<file path="src/agkf_pkg.sv">
// Package for the angle/gyro Kalman filter: fixed-point constants, register
// indexes, datapath opcodes and the controller-to-datapath command struct.
// No dependencies.
package agkf_pkg;

  localparam int FRAC_BITS = 16;
  localparam logic signed [31:0] FX_ONE = 32'sd1 <<< FRAC_BITS;
  localparam logic signed [31:0] S32_MAX = 32'sh7fffffff;
  localparam logic signed [31:0] S32_MIN = 32'sh80000000;

  localparam logic [2:0] REG_TIME_STEP = 3'd0;
  localparam logic [2:0] REG_ANGLE_QN  = 3'd1;
  localparam logic [2:0] REG_BIAS_QN   = 3'd2;
  localparam logic [2:0] REG_MEAS_R    = 3'd3;
  localparam logic [2:0] REG_OBS_GAIN  = 3'd4;

  localparam logic [15:0] RST_TIME_STEP = 16'd66;
  localparam logic [30:0] RST_ANGLE_QN  = 31'd66;
  localparam logic [30:0] RST_BIAS_QN   = 31'd328;
  localparam logic [30:0] RST_MEAS_R    = 31'd32768;
  localparam logic signed [31:0] RST_OBS_GAIN = 32'sd65536;

  // Datapath micro-operations, one per controller step.
  typedef enum logic [4:0] {
    OP_NOP,
    OP_RC,      // rc = sat(rate - bias)
    OP_MRC,     // m = fx(rc*dt)
    OP_ANG1,    // angle = sat(angle + m)
    OP_ERR,     // err = sat(meas - angle)
    OP_D0,      // d0 = sat(Qa - p01 - p10)
    OP_MD0,     // m = fx(d0*dt)
    OP_P00A,    // p00 = sat(p00 + m)
    OP_MDP,     // m = fx(p11*dt)
    OP_P01A,    // p01 -= m, p10 -= m
    OP_MQG,     // m = fx(Qg*dt)
    OP_P11A,    // p11 += m
    OP_MA,      // a = fx(g*p00)
    OP_MB,      // b = fx(g*p10)
    OP_MGA,     // m = fx(g*a)
    OP_E,       // e = sat(R + m)
    OP_DIVK0,   // start a/e
    OP_DIVK1,   // k0 = quotient, start b/e
    OP_K1,      // k1 = quotient
    OP_MT,      // t = fx(g*p01)
    OP_MK0A,    // m = fx(k0*a)
    OP_P00B,
    OP_MK0T,
    OP_P01B,
    OP_MK1A,
    OP_P10B,
    OP_MK1T,
    OP_P11B,
    OP_MK0E,
    OP_ANG2,
    OP_MK1E,
    OP_BIAS
  } op_t;

  typedef struct packed {
    op_t  op;
    logic load;   // capture input beat
  } dp_cmd_t;

  typedef struct packed {
    logic div_busy;
  } dp_sts_t;

  function automatic logic signed [31:0] sat32(input logic signed [65:0] v);
    logic signed [31:0] r;
    if (v > 66'sh7fffffff) r = S32_MAX;
    else if (v < -66'sh80000000) r = S32_MIN;
    else r = v[31:0];
    return r;
  endfunction

endpackage

</file>
<file path="src/agkf_ctrl.sv">
// Controller: sequences datapath operations per beat and runs the handshakes.
// Depends on agkf_pkg.
module agkf_ctrl (
  input  logic               clk,
  input  logic               rst_n,
  input  logic               in_valid,
  output logic               in_ready,
  output logic               out_valid,
  input  logic               out_ready,
  output agkf_pkg::dp_cmd_t  cmd,
  input  agkf_pkg::dp_sts_t  sts
);

  typedef enum logic [3:0] {
    S_IDLE = 4'b0001,
    S_RUN  = 4'b0010,
    S_WAIT = 4'b0100,
    S_OUT  = 4'b1000
  } state_t;

  state_t        st_r, st_nxt;
  agkf_pkg::op_t op_r, op_nxt;

  always_comb begin
    st_nxt = st_r;
    op_nxt = op_r;
    cmd.load = 1'b0;
    cmd.op = agkf_pkg::OP_NOP;
    in_ready = (st_r == S_IDLE);
    out_valid = (st_r == S_OUT);
    case (st_r)
      S_IDLE: begin
        if (in_valid) begin
          cmd.load = 1'b1;
          st_nxt = S_RUN;
          op_nxt = agkf_pkg::OP_RC;
        end
      end
      S_RUN: begin
        cmd.op = op_r;
        if (op_r == agkf_pkg::OP_BIAS) st_nxt = S_OUT;
        else if (op_r == agkf_pkg::OP_DIVK0 || op_r == agkf_pkg::OP_DIVK1) begin
          st_nxt = S_WAIT;
          op_nxt = agkf_pkg::op_t'(op_r + 5'd1);
        end else op_nxt = agkf_pkg::op_t'(op_r + 5'd1);
      end
      S_WAIT: begin
        // hold until the divider has the quotient
        if (!sts.div_busy) st_nxt = S_RUN;
      end
      S_OUT: begin
        if (out_ready) st_nxt = S_IDLE;
      end
      default: st_nxt = S_IDLE;
    endcase
  end

  always_ff @(posedge clk) begin
    if (!rst_n) begin
      st_r <= S_IDLE;
      op_r <= agkf_pkg::OP_NOP;
    end else begin
      st_r <= st_nxt;
      op_r <= op_nxt;
    end
  end

endmodule

</file>
<file path="config.mk">
export PLATFORM = sky130hd
export DESIGN_NAME = agkf_ctrl
export DESIGN_NICKNAME = d
export VERILOG_FILES = /design/src/agkf_pkg.sv /design/src/agkf_ctrl.sv
export SDC_FILE = /design/constraint.sdc
export NUM_CORES = 1
export LEC_CHECK = 0
export ABC_AREA = 0
export CAP_MARGIN = 20
export CORE_AREA = 2 2 39 41
export CTS_CLUSTER_DIAMETER = 50
export DETAILED_ROUTE_END_ITERATION = 10
export DIE_AREA = 0 0 41 43
export DONT_BUFFER_PORTS = 1
export HOLD_SLACK_MARGIN = 0.15
export SETUP_SLACK_MARGIN = 0.1
export SYNTH_ARGS = -nofsm -noshare
export SYNTH_HDL_FRONTEND = slang
export SYNTH_SLANG_ARGS = --single-unit
</file>
<file path="constraint.sdc">
create_clock -name clk -period 2.9 [get_ports clk]
set_clock_uncertainty 0.2 [all_clocks]
set_input_delay 0.58 -clock clk [delete_from_list [all_inputs] [get_ports clk]]
set_output_delay 0.58 -clock clk [all_outputs]
set_load 0.03 [all_outputs]
</file>
==> metrics.yaml <==
sta:
  rsz0062_at_grt: "false"
  relSlewSlack_pct: 42.4
  hold_violations: 0
  hold_ws_ps: 263
  max_freq_mhz: 377
  fin_crit_ps: 2650
  finalSetupTns_ps: 0
  worst_pin_slew_ps: 862
  final-setup-viol-count: 0
  fin_crit_sh_pct: 91.5
  worst_slack_ps: 248
  drv_slew: 0
route:
  ant_nets: 0
  vias: 554
  drc: 0
  post_drt_wl_per_cell_um: 14.5
  wl_met2_um: 647
  route.top_layer_used: "met4"
  first_pass_iters: 4
  dr_wl_met3_um: 65
  drtIter0Drc: 15
  wl_um: 1380
  wirelength_met1_um: 646
  detail_route.vias_per_cell: 5.83
cells_and_area:
  fin_nets: 89
  post-route-util_pct: 50.6
  antenna_cells: 0
  fillerInstances: 144
  synthToLayoutAreaGrowth_pct: 5.26
  drive_above_1_share_pct: 17.7
logic_synthesis:
  async_reset_ff_share_pct: 0
  synthFlopType: "dfxtp_1"
  yosysUniqueCellTypes: 36
  synth_edf_count: 0
  yosys_warnings: 0
  synth.avg_cell_area_um2: 8.53
  synth_nets: 87
  synth_seq_cells: 9
  ys_seq_area_share_pct: 27.1
  synth_cells: 78
  synthesis.area_um2: 666
critical_path:
  timing.rr.end: "op_r[3]"
  startpoint_type: "flop"
  ff2ff_setup_slack_ps: 720
  cp-endpoint: "cmd[0]"
  ff2ff_path_depth: 6
  cp-startpoint: "st_r[0]"
  crit_fanout: 7
  critical_path_class: "flop to primary output"
  worstPathArrival_ps: 1870
  r2r_start: "op_r[0]"
  cp-end-kind: "primary output"
  crit_required_ps: 2120
placement:
  hpwl_um: 1040
  place_ws_ps: 517
  gp_congestion: 0.727
  port_buffers: 0
hold_path:
  hold_path_class: "input pin to flop"
  hold-path-cell-count: 2
power_and_ir_drop:
  leakage_nw: 0.263
  vdd_drop_max_mv: 0.246
  p_per_area_nw_per_um2: 457
  finalPower_w: 0.000320
grt:
  grt_max_degree: 12
  grt_pass1_vias: 523
  grt_util_all_layers_pct: 19.1
  grt.overflow.total: 0
  grt_antenna_before_repair: 0
  grt_pass1_wl_um: 2220
die:
  die_w_um: 41
  rows: 14
  start_util_pct: 48.1
  chipHeight_um: 43
  num_io_pins: 13
  die-area_um2: 1760
  fp.coreArea_um2: 1380
clock_network:
  clk_pin_slew_ps: 60
  cts_num_sinks: 9
  cts_tree: "done"
  cts.path.max_buffers: 2
  post_cts.repair.setup_buffers: 0
  cts_hold_buf: 0
  cts-root-buf: "clkbuf_4"
  cts-resized-gates: 0
  worstSkewPairLatency_ps: 260
  cts_made_buffers: 3
  htreeDepth: 1
run:
  cap_violations: 0
outcome:
  status: "finished clean"
-- kinds of logic (layout without fill, tap and decap cells) --
family / after synthesis / in the layout / share of synthesized area [%]
AO/OA/AOI/OAI: 16 / 16 / 19.0
XOR/XNOR: 1 / 1 / 1.32
adder cells (fa/ha/maj): 4 / 4 / 7.52
buffers and inverters: 13 / 14 / 8.83
flip-flops: 9 / 9 / 27.1
multiplexers: 4 / 4 / 6.02
AND/OR/NAND/NOR: 31 / 31 / 30.3
-- critical path: stages, from the launching register on --
cell,delay (ps)
dfxtp_1,500
or4b_1,630
nor2_1,480
-- worst min-delay path by stage --
| stage | start | endpoint | slack, ps |
|---|---|---|---|
| floorplan | op_r[4] | op_r[4] | 260 |
| global placement | op_r[4] | op_r[4] | 290 |
| detailed placement | op_r[1] | op_r[1] | 290 |
| CTS | rst_n | st_r[3] | 260 |
| global route | rst_n | st_r[1] | 260 |
| finish | rst_n | st_r[1] | 260 |
-- power by group --
| group | total, W | internal [W] | leakage, nW | switching (W) |
|---|---|---|---|---|
| logic | 0.0000779 | 0.0000290 | 0.175 | 0.0000489 |
| clock network | 0.0000971 | 0.0000530 | 0.0150 | 0.0000441 |
| registers | 0.000145 | 0.000131 | 0.0733 | 0.0000141 |
| total | 0.000320 | 0.000213 | 0.263 | 0.000107 |
-- cells in the final DEF (no fill, tap or decap), drive strengths merged --
| cell | instances |
|---|---|
| o21ai | 4 |
| nor2 | 6 |
| nor4b | 2 |
| a22oi | 1 |
| inv | 9 |
| nand2b | 1 |
| and3 | 1 |
| ha | 4 |
| nand2 | 4 |
| a31o | 1 |
| and3b | 1 |
| a31oi | 1 |
| xnor2 | 1 |
| nor3b | 1 |
| o211ai | 2 |
| or4b | 1 |
| o311ai | 1 |
| o21a | 1 |
| or3 | 2 |
| nor2b | 2 |
| a21oi | 1 |
| nand3 | 3 |
| clkbuf | 4 |
| a211oi | 2 |
| and2 | 3 |
| or3b | 1 |
| mux2i | 4 |
| buf | 1 |
| a221oi | 1 |
| o32ai | 1 |
| dfxtp | 9 |
| nand3b | 1 |
| or2 | 2 |
-- stage by stage --
step | cell area, µm² | instances
after global routing | 701 | 95
after CTS | 701 | 95
after floorplan | 666 | 78
after detailed placement | 674 | 91
final | 701 | 95
after global placement | 674 | 91
-- layout make-up --
| class | instances | area (µm²) | area share [%] |
|---|---|---|---|
| flip-flops and latches | 9 | 180 | 25.7 |
| well taps | 16 | 20.0 | 2.86 |
| repair buffers | 1 | 7.51 | 1.07 |
| multi-input cells | 56 | 433 | 61.8 |
| inverters | 9 | 33.8 | 4.82 |
| clock buffers | 4 | 26.3 | 3.75 |
-- sequential cells by signal (all words and copies together) (netlist names) --
signal and cells:
op_r 5, st_r 4
-- layer usage --
layer,GRT usage (%),vias to the layer above
li1,-,277
met1,24.9,259
met2,27.5,16
met3,5.24,2
met4,10.0,0
met5,0,-
-- synth_stat cells, drive strengths merged (2+ instances only) --
library cell,count,area [µm²]
a211oi,2,15.0
nand3,3,15.0
ha,4,50.1
mux2i,4,40.0
nand2,4,15.0
buf,3,21.3
nor2,6,22.5
inv,9,33.8
or3,2,12.5
and2,3,22.5
o211ai,2,15.0
or2,2,12.5
nor2b,2,12.5
nor4b,2,32.5
o21ai,4,31.3
dfxtp,9,180
Power figures use the tool's default switching activity.
